<file path="src/sv/lzd_pkg.sv">
package lzd_pkg;

  localparam int unsigned WIN_SIZE = 1024;
  localparam int unsigned WIN_AW = 10;
  localparam int unsigned FILL_W = 11;
  localparam int unsigned CNT_W = 17;
  localparam logic [CNT_W-1:0] CNT_MAX = 17'h1FFFF;
  localparam logic [CNT_W-1:0] LIMIT_BIAS = 17'd4;
  localparam logic [7:0] FILL_CHAR = 8'h20;

  typedef enum logic [1:0] {
    CMD_NONE,
    CMD_LIT,
    CMD_MATCH,
    CMD_STATUS
  } cmd_kind_e;

  typedef struct packed {
    cmd_kind_e kind;
    logic [7:0] lit;
    logic [5:0] len_m1;
    logic [WIN_AW-1:0] src;
    logic stream_end;
    logic size_ok;
    logic restart;
  } cmd_t;

  typedef struct packed {
    logic [7:0] in_byte;
    logic in_last;
  } in_item_t;

  typedef struct packed {
    logic has_data;
    logic [7:0] out_byte;
    logic run_last;
    logic stream_end;
    logic size_ok;
  } out_item_t;

endpackage

</file>
<file path="src/sv/lzd_cmd_fifo.sv">
module lzd_cmd_fifo import lzd_pkg::*; #(
  parameter int unsigned DEPTH = 4
) (
  input  logic clk_i,
  input  logic rst_ni,
  input  logic push_i,
  input  cmd_t push_cmd_i,
  output logic full_o,
  input  logic pop_i,
  output logic empty_o,
  output cmd_t pop_cmd_o
);

  localparam int unsigned PTR_W = $clog2(DEPTH);
  localparam int unsigned LVL_W = $clog2(DEPTH + 1);
  localparam logic [PTR_W-1:0] LAST_PTR = PTR_W'(DEPTH - 1);
  localparam logic [LVL_W-1:0] FULL_LVL = LVL_W'(DEPTH);

  cmd_t mem_q [DEPTH];
  logic [PTR_W-1:0] wptr_q, wptr_d;
  logic [PTR_W-1:0] rptr_q, rptr_d;
  logic [LVL_W-1:0] lvl_q, lvl_d;
  logic do_push;
  logic do_pop;

  assign full_o = (lvl_q == FULL_LVL);
  assign empty_o = (lvl_q == '0);
  assign do_push = push_i && !full_o;
  assign do_pop = pop_i && !empty_o;
  assign pop_cmd_o = mem_q[rptr_q];

  always_comb begin
    wptr_d = wptr_q;
    rptr_d = rptr_q;
    lvl_d = lvl_q;
    if (do_push) begin
      wptr_d = (wptr_q == LAST_PTR) ? '0 : wptr_q + 1'b1;
    end
    if (do_pop) begin
      rptr_d = (rptr_q == LAST_PTR) ? '0 : rptr_q + 1'b1;
    end
    if (do_push && !do_pop) begin
      lvl_d = lvl_q + 1'b1;
    end else if (do_pop && !do_push) begin
      lvl_d = lvl_q - 1'b1;
    end
  end

  always_ff @(posedge clk_i) begin
    if (do_push) begin
      mem_q[wptr_q] <= push_cmd_i;
    end
  end

  always_ff @(posedge clk_i or negedge rst_ni) begin
    if (!rst_ni) begin
      wptr_q <= '0;
      rptr_q <= '0;
      lvl_q <= '0;
    end else begin
      wptr_q <= wptr_d;
      rptr_q <= rptr_d;
      lvl_q <= lvl_d;
    end
  end

endmodule

</file>
<file path="config.mk">
export PLATFORM = sky130hd
export DESIGN_NAME = lzd_cmd_fifo
export DESIGN_NICKNAME = d
export VERILOG_FILES = /design/src/sv/lzd_pkg.sv /design/src/sv/lzd_cmd_fifo.sv
export SDC_FILE = /design/constraint.sdc
export NUM_CORES = 1
export LEC_CHECK = 0
export BUFFER_PORTS_ARGS = -buffer_cell sky130_fd_sc_hd__buf_2
export CAP_MARGIN = 20
export CELL_PAD_IN_SITES_DETAIL_PLACEMENT = 1
export CELL_PAD_IN_SITES_GLOBAL_PLACEMENT = 2
export CORE_MARGIN = 10
export CORE_UTILIZATION = 44
export CTS_CLUSTER_SIZE = 28
export DETAILED_ROUTE_END_ITERATION = 12
export PLACE_DENSITY_LB_ADDON = 0.12
export SYNTH_ARGS = -nofsm -noshare
export SYNTH_HDL_FRONTEND = slang
export SYNTH_SLANG_ARGS = --single-unit
</file>
<file path="constraint.sdc">
create_clock -name clk_i -period 2.9 [get_ports clk_i]
set_input_delay 0.29 -clock clk_i [delete_from_list [all_inputs] [get_ports clk_i]]
set_output_delay 0.29 -clock clk_i [all_outputs]
set_load 0.02 [all_outputs]
</file>
Word level (Yosys, flattened, before mapping) --
Memories as Yosys holds them, arrays and structs flattened. Cells that the tools add are included.
Storage, ports and cells: input port bits 33, memories kept 1, logic and storage cells 27, register bits after elaboration 7, memory bits (writable) 116
Operators by class: reductions and logical operators 10, add/subtract/negate cells 4, muxes and demuxes 6, equality and inequality tests 3
Memory list:
- mem_q | words 4, width 29, read ports 1, clocked after memory_dff 0, write ports 1, RTL line lzd_cmd_fifo.sv:19 | cmd_t mem_q [DEPTH];
Operator list (number):
- 2-to-1 mux 3 bit | 2
- adder 2 x 1 -> 2 bit (second input constant) | 2
- equality test 2 bit (second input constant) | 2
- logical AND 1 bit | 4
- logical NOT 1 bit | 4
- 2-to-1 mux 2 bit | 2
- adder 3 x 1 -> 3 bit (second input constant) | 1
- equality test 3 bit (second input constant) | 1
- logical NOT 3 bit | 1
- subtractor 3 x 1 -> 3 bit (second input constant) | 1
- 2-to-1 mux 1 bit | 2
- nonzero test 2 bit | 1

Longest topological paths before layout --
Gate-level depths: netlist of run 1.
depth after elaboration 7, gate-level depth with buffers 8

Worst setup path before layout of run 1 --
Ideal clock, no wire load.
path type flip-flop to flip-flop, start point register lvl_q[2], end point memory mem_q[3][0] (netlist bit) (enable), data arrival time 1867 ps, clock period less this slack 2283 ps, setup time 415 ps, stages on the path, launching flop included 3, setup slack 617 ps, path through dfrtp_1 -> nor3b_4 -> nor2_1
On the way: word-level cells in the longest chain between the ends 5
Ends and longest elaborated chain:
- from (decl) | RTL line lzd_cmd_fifo.sv:22 | logic [LVL_W-1:0] lvl_q, lvl_d;
- from (signal assigned) | RTL line lzd_cmd_fifo.sv:63 | lvl_q <= lvl_d;
- equality test 3 bit | RTL line lzd_cmd_fifo.sv:26 | assign full_o = (lvl_q == FULL_LVL);
- net full_o | RTL line lzd_cmd_fifo.sv:8 | output logic full_o,
- logical NOT 1 bit | RTL line lzd_cmd_fifo.sv:28 | assign do_push = push_i && !full_o;
- logical AND 1 bit | RTL line lzd_cmd_fifo.sv:28
- 2-to-1 mux 1 bit | RTL line lzd_cmd_fifo.sv:50 | if (do_push) begin
- 2-to-1 mux 1 bit (implied by the code) | RTL line lzd_cmd_fifo.sv:51 | mem_q[wptr_q] <= push_cmd_i;
- to (decl) | RTL line lzd_cmd_fifo.sv:19
The timed path passes the listed nets, and every way through them passes these cells.

==> results.sh, run 1 <==
export IMPL_fin_tns_setup_ps=0
export IMPL_ys_types=21
export IMPL_r2r_end="lvl_q[2]$_DFFE_PN0P_"
export IMPL_start_util_pct=45.03
export IMPL_port_buffers=63
export IMPL_synth_seq_area_share_pct=79.05
export IMPL_tightest_slew_ps=812.1
export IMPL_max_freq_ghz=0.4161
export IMPL_antenna_found_initial=0
export IMPL_cts_root_buf="clkbuf_8"
export IMPL_cts_buffer_depth=2
export IMPL_r2r_slack_ps=830
export IMPL_hold_path_class="in2reg"
export IMPL_drt_iter0_markers=133
export IMPL_grt_max_degree=30
export IMPL_dieArea_sq_mm=0.01502
export IMPL_area_growth_pct=29.20
export IMPL_gp_congestion=0.6736
export IMPL_ant_nets=0
export IMPL_routed_wl_um=8652
export IMPL_die_h_um=122.6
export IMPL_cp_start_kind="flip-flop"
export IMPL_fin_crit_sh_pct=82.87
export IMPL_power_density_mw_per_mm2=1071
export IMPL_fin_skew_ps=6.661
export IMPL_peakVddDrop_mv=0.4183
export IMPL_cts_setup_buffers=0
export IMPL_wl_per_cell_um=19.44
export IMPL_clkSlewWorstSetupHoldPaths_ps=60
export IMPL_grt_pass1_wl_um=13500
export IMPL_cts_resized=0
export IMPL_r2r_cells=7
export IMPL_synthCells=188
export IMPL_cts_sinks=123
export IMPL_cts_tree="yes"
export IMPL_io_pins=64
export IMPL_finalCriticalPeriod_ps=2403
export IMPL_vias=2203
export IMPL_power_total_uw=6405
export IMPL_criticalPathCategory="reg2out"
export IMPL_drive_gt1_share_pct=42.72
export IMPL_grt_pass1_vias=2454
export IMPL_drc=0
export IMPL_syn_cell_area_sq_mm=0.004628
export IMPL_n_antenna_cell=0
export IMPL_postSynthAreaPerCell_sq_um=24.62
export IMPL_r2r_start="lvl_q[0]$_DFFE_PN0P_"
export IMPL_dpl_hpwl_um=5328
export IMPL_core_area_sq_mm=0.01028
export IMPL_status="completed"
export IMPL_p_leak_uw=0.002144
export IMPL_ys_ff_latch=123
export IMPL_crit_path_start="rptr_q[0]$_DFFE_PN0P_"
export IMPL_crit_required_ps=2610
export IMPL_numCtsBuffers=17
export IMPL_worst_setup_path_end_kind="output pin"
export IMPL_die_w_um=122.6
export IMPL_ctsHtreeMaxLevel=4
export IMPL_avgViaCountPerCell=4.951
export IMPL_cts_hold_buf=27
export IMPL_maxSlewHeadroom_pct=45.86
export IMPL_synth_nets=228
export IMPL_track_usage_pct=12.20
export IMPL_finalSetupViolCount=0
export IMPL_maxCapViolations=0
export IMPL_critical_path_peak_fanout=14
export IMPL_yosysWarnings=0
export IMPL_report_final_slew_viol_count=0
export IMPL_clk_latency_ps=500
export IMPL_critPathArrivalTime_ps=2110
export IMPL_row_count=37
export IMPL_final_nets=336
export IMPL_rsz0062_at_grt="no"
export IMPL_dr_pass1_iters=4
export IMPL_grt_remaining_overflow=0
export IMPL_min_delay_start="push_cmd_i[10]"
export IMPL_finalHoldViolCount=0
export IMPL_crit_end="pop_cmd_o[6]"
synth_stat cells:
cell type	instances	area (sq um)
buf_2	1	5.000
o31ai_2	1	12.51
mux4_2	29	653.1
clkbuf_1	2	7.510
nor3_1	2	10.01
nand2_1	1	3.750
xnor2_1	1	8.760
dfrtp_1	7	175.2
a21o_1	1	7.510
inv_1	3	11.26
nor2b_4	1	13.76
xor2_1	2	17.52
mux2_1	2	22.52
nor2_1	3	11.26
edfxtp_1	116	3483
nor3b_4	1	18.77
ha_1	6	75.07
and2_1	3	18.77
buf_4	3	22.52
fa_1	1	20.02
mux2_4	2	30.03
through the flow:
stage / setup slack (ps) / std cells / utilization, % / hold slack [ps] / instance area (sq um)
after floorplan: 617.4 / 188 / - / -5.591 / 4628
after CTS: 419.8 / 445 / 58.18 / 3.611 / 5979
after global placement: 858.3 / 386 / 50.15 / 137.1 / 5154
after global routing: 346.7 / 445 / 58.18 / 1.973 / 5979
final: 496.9 / 445 / 58.18 / 27.82 / 5979
after detailed placement: 811.0 / 386 / 50.15 / 134.3 / 5154
layout make-up:
| type | instances | area [sq um] |
|---|---|---|
| Fill cell | 917 | 4298 |
| Sequential cell | 123 | 3660 |
| Multi-Input combinational cell | 56 | 934.6 |
| Timing Repair Buffer | 95 | 648.1 |
| Clock buffer | 21 | 429.2 |
| Tap cell | 136 | 170.2 |
| Clock inverter | 11 | 126.4 |
| Inverter | 3 | 11.26 |
state kept, by name (all words and copies together) (netlist names):
name and count:
lvl_q 3, wptr_q 2, mem_q 116, rptr_q 2
per-layer routing:
layer	up-vias	part of all wire [%]	GRT usage, %
met5	-	0	0
met4	0	0.96	4.639
met3	10	6.7	5.510
met2	54	51	19.65
met1	1133	42	14.10
li1	1006	-	-
cell families after synthesis:
kind of cell	after synthesis	share of synthesized area (%)
AND/OR/NAND/NOR	11	1.649
flip-flops	123	79.05
buffers and inverters	9	1.000
AO/OA/AOI/OAI	2	0.4326
multiplexers	33	15.25
XOR/XNOR	3	0.5678
adder cells (fa/ha/maj)	7	2.055
worst max-delay path: stages, from the launching register on:
cell	delay, ps
dfrtp_2	640
buf_4	260
mux4_2	520
buf_2	180
power breakdown:
| part | leakage [uW] | internal (uW) | switching, uW |
|---|---|---|---|
| registers | 0.00114 | 2360 | 197 |
| clock network | 0.000276 | 1290 | 683 |
| logic | 0.000725 | 839 | 1030 |
| total | 0.00214 | 4490 | 1910 |
worst min-delay path by stage:
stage | end | cells past startpoint
after floorplan | lvl_q[0]$_DFFE_PN0P_ | 0
after global placement | lvl_q[1]$_DFFE_PN0P_ | 1
after detailed placement | lvl_q[0]$_DFFE_PN0P_ | 1
after CTS | mem_q[2][10]$_DFFE_PP_ | 1
after global routing | mem_q[2][10]$_DFFE_PP_ | 1
final | mem_q[2][10]$_DFFE_PP_ | 1
cell usage in the layout (no fill, tap or decap), types with 4 or more instances in the layout:
cell type / instances
clkbuf_16: 16
mux4_2: 29
edfxtp_1: 116
clkinv_2: 5
dfrtp_1: 6
dlygate4sd3_1: 27
buf_2: 63
ha_1: 6
clkbuf_1: 4
Power figures use the tool's default switching activity.
==> run 2, diff against run 1 <==
--- a/config.mk
+++ b/config.mk
@@ -5,12 +5,13 @@
 export SDC_FILE = /design/constraint.sdc
 export NUM_CORES = 1
 export LEC_CHECK = 0
+export ABC_AREA = 1
 export BUFFER_PORTS_ARGS = -buffer_cell sky130_fd_sc_hd__buf_2
 export CAP_MARGIN = 20
 export CELL_PAD_IN_SITES_DETAIL_PLACEMENT = 1
 export CELL_PAD_IN_SITES_GLOBAL_PLACEMENT = 2
 export CORE_MARGIN = 10
-export CORE_UTILIZATION = 44
+export CORE_UTILIZATION = 39
 export CTS_CLUSTER_SIZE = 28
 export DETAILED_ROUTE_END_ITERATION = 12
 export PLACE_DENSITY_LB_ADDON = 0.12
==> constraint.sdc (replaced) <==
create_clock -name clk_i -period 2.3 [get_ports clk_i]
set_input_delay 0.23 -clock clk_i [delete_from_list [all_inputs] [get_ports clk_i]]
set_output_delay 0.23 -clock clk_i [all_outputs]
set_load 0.02 [all_outputs]
==> results.sh, run 2 <==
export IMPL_yosysWarnings=0
export IMPL_synth_main_ff_cell="edfxtp_1"
export IMPL_maxSlewHeadroom_pct=71.38
export IMPL_synth_top_area_cell="edfxtp_1"
export IMPL_crit_required_ps=2070
export IMPL_busiest_layer="met2"
export IMPL_layout_commonest_cell="edfxtp_1"
export IMPL_ff_latch_area_sq_mm=0.003662
export IMPL_area_growth_pct=22.76
export IMPL_top_regs="mem_q: 116 flops, lvl_q: 3 flops"
export IMPL_dieArea_sq_mm=0.01819
export IMPL_clk_latency_ps=410
export IMPL_yosysMostFrequentCell="edfxtp_1"
export IMPL_cts_buffer_depth=2
export IMPL_cts_sinks=123
export IMPL_numCtsBuffers=17
export IMPL_synth_seq_area_share_pct=71.11
export IMPL_ctsHtreeMaxLevel=4
export IMPL_ys_types=18
export IMPL_place_ws_ps=489.1
export IMPL_synth_nets=439
export IMPL_grt_max_degree=46
export IMPL_final_nets=520
export IMPL_finalSetupViolCount=0
export IMPL_die_w_um=134.9
export IMPL_clkSlewWorstSetupHoldPaths_ps=50
export IMPL_ys_ff_latch=123
export IMPL_worst_setup_path_end_kind="output pin"
export IMPL_largest_reg_flops=116
export IMPL_finalHoldViolCount=0
export IMPL_final_core_util_pct=49.45
export IMPL_power_density_mw_per_mm2=1392
export IMPL_syn_cell_area_sq_mm=0.005145
export IMPL_hold_path_class="in2reg"
export IMPL_cts_tree="yes"
export IMPL_p_leak_uw=0.002620
export IMPL_die_h_um=134.9
export IMPL_top_register="mem_q"
export IMPL_grt_pass1_wl_um=17250
export IMPL_maxCapViolations=0
export IMPL_core_area_sq_mm=0.01277
export IMPL_ant_nets=0
export IMPL_wl_per_cell_um=16.27
export IMPL_fin_ws_ps=321.4
export IMPL_grt_remaining_overflow=0
export IMPL_status="completed"
export IMPL_synthArstFlopShare_pct=5.691
export IMPL_cp_start_kind="flip-flop"
export IMPL_row_count=41
export IMPL_fin_crit_sh_pct=86.03
export IMPL_drive_gt1_share_pct=26.02
export IMPL_met2_usage_pct=20.80
export IMPL_drc=0
export IMPL_peakVddDrop_mv=0.6205
export IMPL_criticalPathCategory="reg2out"
export IMPL_dr_pass1_iters=4
export IMPL_tightest_slew_ps=429.3
export IMPL_start_util_pct=40.28
export IMPL_synth_edf_count=116
export IMPL_rsz0062_at_grt="no"
export IMPL_final_cell_mix="edfxtp_1 (116), nand2_1 (102), inv_1 (73)"
export IMPL_track_usage_pct=12.36
export IMPL_vias=3142
export IMPL_report_final_slew_viol_count=0
export IMPL_synthCells=399
export IMPL_multi_input_area_sq_mm=0.001116
export IMPL_finalCriticalPeriod_ps=1979
export IMPL_cts_resized=0
export IMPL_nFillCells=1329
export IMPL_antenna_found_initial=1
export IMPL_ys_top_cells_by_count="edfxtp_1 (116), nand2_1 (102), inv_1 (73)"
export IMPL_grtUsageMet3_pct=4.154
export IMPL_avgViaCountPerCell=4.725
export IMPL_drt_iter0_markers=87
export IMPL_max_freq_ghz=0.5054
export IMPL_dpl_hpwl_um=6912
export IMPL_synth_top_cell_area_share_pct=67.70
export IMPL_fin_skew_ps=2.810
export IMPL_cts_root_buf="clkbuf_16"
export IMPL_gp_congestion=0.7224
export IMPL_ys_top_cells_by_area="edfxtp_1 (68%), nand2_1 (7.4%), o211ai_1 (5.7%)"
export IMPL_grt_pass1_vias=3419
export IMPL_critPathArrivalTime_ps=1750
export IMPL_routed_wl_um=10820
export IMPL_postSynthAreaPerCell_sq_um=12.89
export IMPL_io_pins=64
export IMPL_use_met1_pct=13.80
export IMPL_port_buffers=63
export IMPL_critical_path_peak_fanout=24
run 2: area by class of cell:
class                      instances  area share, %
multi-input combinational        183          17.67
timing repair buffer              81          7.567
sequential                       123          57.98
clock buffer                      20          6.914
antenna                            1        0.03962
tap                              172          3.407
clock inverter                    11          2.021
inverter                          74          4.398
run 2: worst paths after layout:
check,slack [ps],start,depth (start not counted),endpoint
worst max-delay path,320,rptr_q[0]$_DFFE_PN0P_,5,pop_cmd_o[2]
worst min-delay path,40,push_cmd_i[9],1,mem_q[3][9]$_DFFE_PP_
worst max register to register,520,lvl_q[1]$_DFFE_PN0P_,10,lvl_q[2]$_DFFE_PN0P_
worst min register to register,510,lvl_q[2]$_DFFE_PN0P_,2,lvl_q[2]$_DFFE_PN0P_
max in group asynchronous,1920,rst_ni,2,rptr_q[0]$_DFFE_PN0P_
min in group asynchronous,190,rst_ni,2,rptr_q[1]$_DFFE_PN0P_
run 2: per-stage QoR:
step           cells  power [uW]  hold slack, ps  setup TNS [ps]  area (sq um)
2_1_floorplan    399        5296          -65.59           -8394          5145
3_3_place_gp     631        6275           78.71               0          5719
3_5_place_dp     631        6349           81.29               0          5719
4_1_cts          663        8929           14.89               0          6294
5_1_grt          664        9383           25.02               0          6314
6_report         665        8790           35.33               0          6316
run 2: where the power goes:
group	internal (uW)	leakage (uW)	switching, uW
combinational	1040	0.00120	2040
sequential	2960	0.00115	216
clock	1670	0.000275	868
total	5670	0.00262	3120
run 2: repair_timing:
item	4_1_cts	5_1_grt
hold endpoints to repair	7	0
buffers inserted	0	1
endpoints found under the setup margin	0	6
hold buffers	1	0
run 2: cell families after synthesis:
group           share of synthesized area [%]
compound gates                          10.41
xor+xnor                               0.1703
fa+ha+maj                               1.848
buf+inv                                 7.782
flops                                   71.11
simple gates                            8.682
run 2: per-layer routing:
layer | part of all wire [%] | vias up
li1 | - | 1534
met1 | 42 | 1530
met2 | 52 | 58
met3 | 4.8 | 20
met4 | 1.6 | 0
met5 | 0 | -
run 2: critical path, cell delays in order (launching register included):
cell	delay, ps
dfrtp_4	610
buf_4	310
nand2_1	110
o211ai_2	70
nand2_1	60
buf_2	160
==> run 3, diff against run 2 <==
==> constraint.sdc (replaced) <==
create_clock -name clk_i -period 2.3 [get_ports clk_i]
set_input_delay 0.23 -clock clk_i [delete_from_list [all_inputs] [get_ports clk_i]]
set_output_delay 0.23 -clock clk_i [all_outputs]
set_load 0.1 [all_outputs]
==> results.sh, run 3 (synthesized netlist as in run 2, its figures left out) <==
export IMPL_final_cell_mix="edfxtp_1 (116), nand2_1 (102), inv_1 (73)"
export IMPL_grt_max_degree=54
export IMPL_worstHoldPathCells=1
export IMPL_clkSlewWorstSetupHoldPaths_ps=50
export IMPL_vias=3165
export IMPL_fin_crit_sh_pct=94.09
export IMPL_clk_latency_ps=410
export IMPL_antenna_found_initial=0
export IMPL_wl_per_cell_um=16.48
export IMPL_report_final_slew_viol_count=0
export IMPL_drive_gt1_share_pct=26.02
export IMPL_grt_remaining_overflow=0
export IMPL_core_area_sq_mm=0.01277
export IMPL_max_freq_ghz=0.4621
export IMPL_area_growth_pct=24.68
export IMPL_grt_pass1_vias=3351
export IMPL_final_nets=519
export IMPL_drt_iter0_markers=148
export IMPL_largest_reg_flops=116
export IMPL_fin_skew_ps=4.431
export IMPL_status="completed"
export IMPL_cts_tree="yes"
export IMPL_io_pins=64
export IMPL_tightest_slew_ps=500.0
export IMPL_r2r_cells=11
export IMPL_fin_tns_setup_ps=0
export IMPL_layout_commonest_cell="edfxtp_1"
export IMPL_maxSlewHeadroom_pct=66.90
export IMPL_numCtsBuffers=17
export IMPL_grt_pass1_wl_um=17730
export IMPL_port_buffers=63
export IMPL_ctsHtreeMaxLevel=4
export IMPL_routed_wl_um=10940
export IMPL_dr_pass1_iters=7
export IMPL_row_count=41
export IMPL_critPathArrivalTime_ps=1930
export IMPL_finalSetupViolCount=0
export IMPL_track_usage_pct=12.86
export IMPL_avgViaCountPerCell=4.767
export IMPL_start_util_pct=40.28
export IMPL_place_ws_ps=389.5
export IMPL_criticalPathCategory="reg2out"
export IMPL_n_antenna_cell=0
export IMPL_maxCapViolations=0
export IMPL_die_h_um=134.9
export IMPL_gp_congestion=0.7369
export IMPL_top_regs="mem_q: 116 flops, lvl_q: 3 flops"
export IMPL_die_w_um=134.9
export IMPL_cts_sinks=123
export IMPL_worst_setup_path_end_kind="output pin"
export IMPL_finalCriticalPeriod_ps=2164
export IMPL_dieArea_sq_mm=0.01819
export IMPL_ant_nets=0
export IMPL_top_register="mem_q"
export IMPL_cts_buffer_depth=2
export IMPL_fin_ws_ps=136.0
export IMPL_cp_start_kind="flip-flop"
export IMPL_drc=0
export IMPL_hold_path_class="in2reg"
export IMPL_dpl_hpwl_um=7114
export IMPL_critical_path_peak_fanout=19
export IMPL_crit_required_ps=2070
export IMPL_finalHoldViolCount=0
export IMPL_rsz0062_at_grt="no"
export IMPL_cts_root_buf="clkbuf_16"
[run 3: changes by cell type in the layout (fill, tap and decap cells not counted)]
cell | before | now
clkinv_1 | 5 | 3
bufinv_16 | 3 | 5
buf_4 | 15 | 33
clkinv_4 | 1 | 0
buf_2 | 63 | 43
buf_8 | 0 | 1
clkbuf_1 | 3 | 5
diode_2 | 1 | 0
[run 3: per-layer routing]
metal  part of all wire (%)  global-route usage (%)  wire length [um]  vias to the layer above
met5                      0                       0                 0                        -
met4                    1.6                   6.167               178                        0
met3                    4.9                   4.674               539                       11
met2                     51                   20.88              5537                       62
met1                     43                   14.75              4688                     1562
li1                       -                       -                 -                     1530
[run 3: timing repair]
action | 4_1_cts | 5_1_grt
endpoints found under the hold margin | 7 | 0
resized for setup | 20 | 0
hold buffers | 1 | 0
endpoints found under the setup margin | 20 | 6
setup buffers | 0 | 1
[run 3: final timing paths]
path,to,slack [ps],from
max in group asynchronous,rptr_q[0]$_DFFE_PN0P_,1920,rst_ni
setup / recovery,pop_cmd_o[1],140,rptr_q[0]$_DFFE_PN0P_
setup reg to reg,lvl_q[2]$_DFFE_PN0P_,470,lvl_q[0]$_DFFE_PN0P_
min in group asynchronous,wptr_q[0]$_DFFE_PN0P_,200,rst_ni
hold reg to reg,lvl_q[2]$_DFFE_PN0P_,510,lvl_q[2]$_DFFE_PN0P_
hold / removal,mem_q[0][9]$_DFFE_PP_,30,push_cmd_i[9]
[run 3: layout make-up]
| cell class | instances | area, sq um |
|---|---|---|
| fillers | 1328 | 6359 |
| flip-flops and latches | 123 | 3662 |
| multi-input cells | 183 | 1116 |
| repair buffers | 80 | 528.0 |
| clock buffers | 22 | 444.2 |
| inverters | 74 | 277.8 |
| well taps | 172 | 215.2 |
| clock inverters | 10 | 171.4 |
[run 3: worst max-delay path, cell delays in order (launching register included)]
cell      delay (ps)
dfrtp_4          600
buf_4            250
nand2_1           90
o211ai_1          80
nand2_1           70
buf_2            420
[run 3: through the flow]
step | cells | util [%] | cell area [sq um] | hold WS, ps
2_1_floorplan | 399 | - | 5145 | -65.59
3_3_place_gp | 630 | 44.81 | 5724 | 83.27
3_5_place_dp | 630 | 44.81 | 5724 | 86.38
4_1_cts | 663 | 50.10 | 6400 | 12.13
5_1_grt | 664 | 50.22 | 6415 | 13.98
6_report | 664 | 50.22 | 6415 | 32.99
Power of run 3 is left out: the tool's default activity adds up to more than one toggle a clock period on the data nets, which glitch-free logic cannot reach.
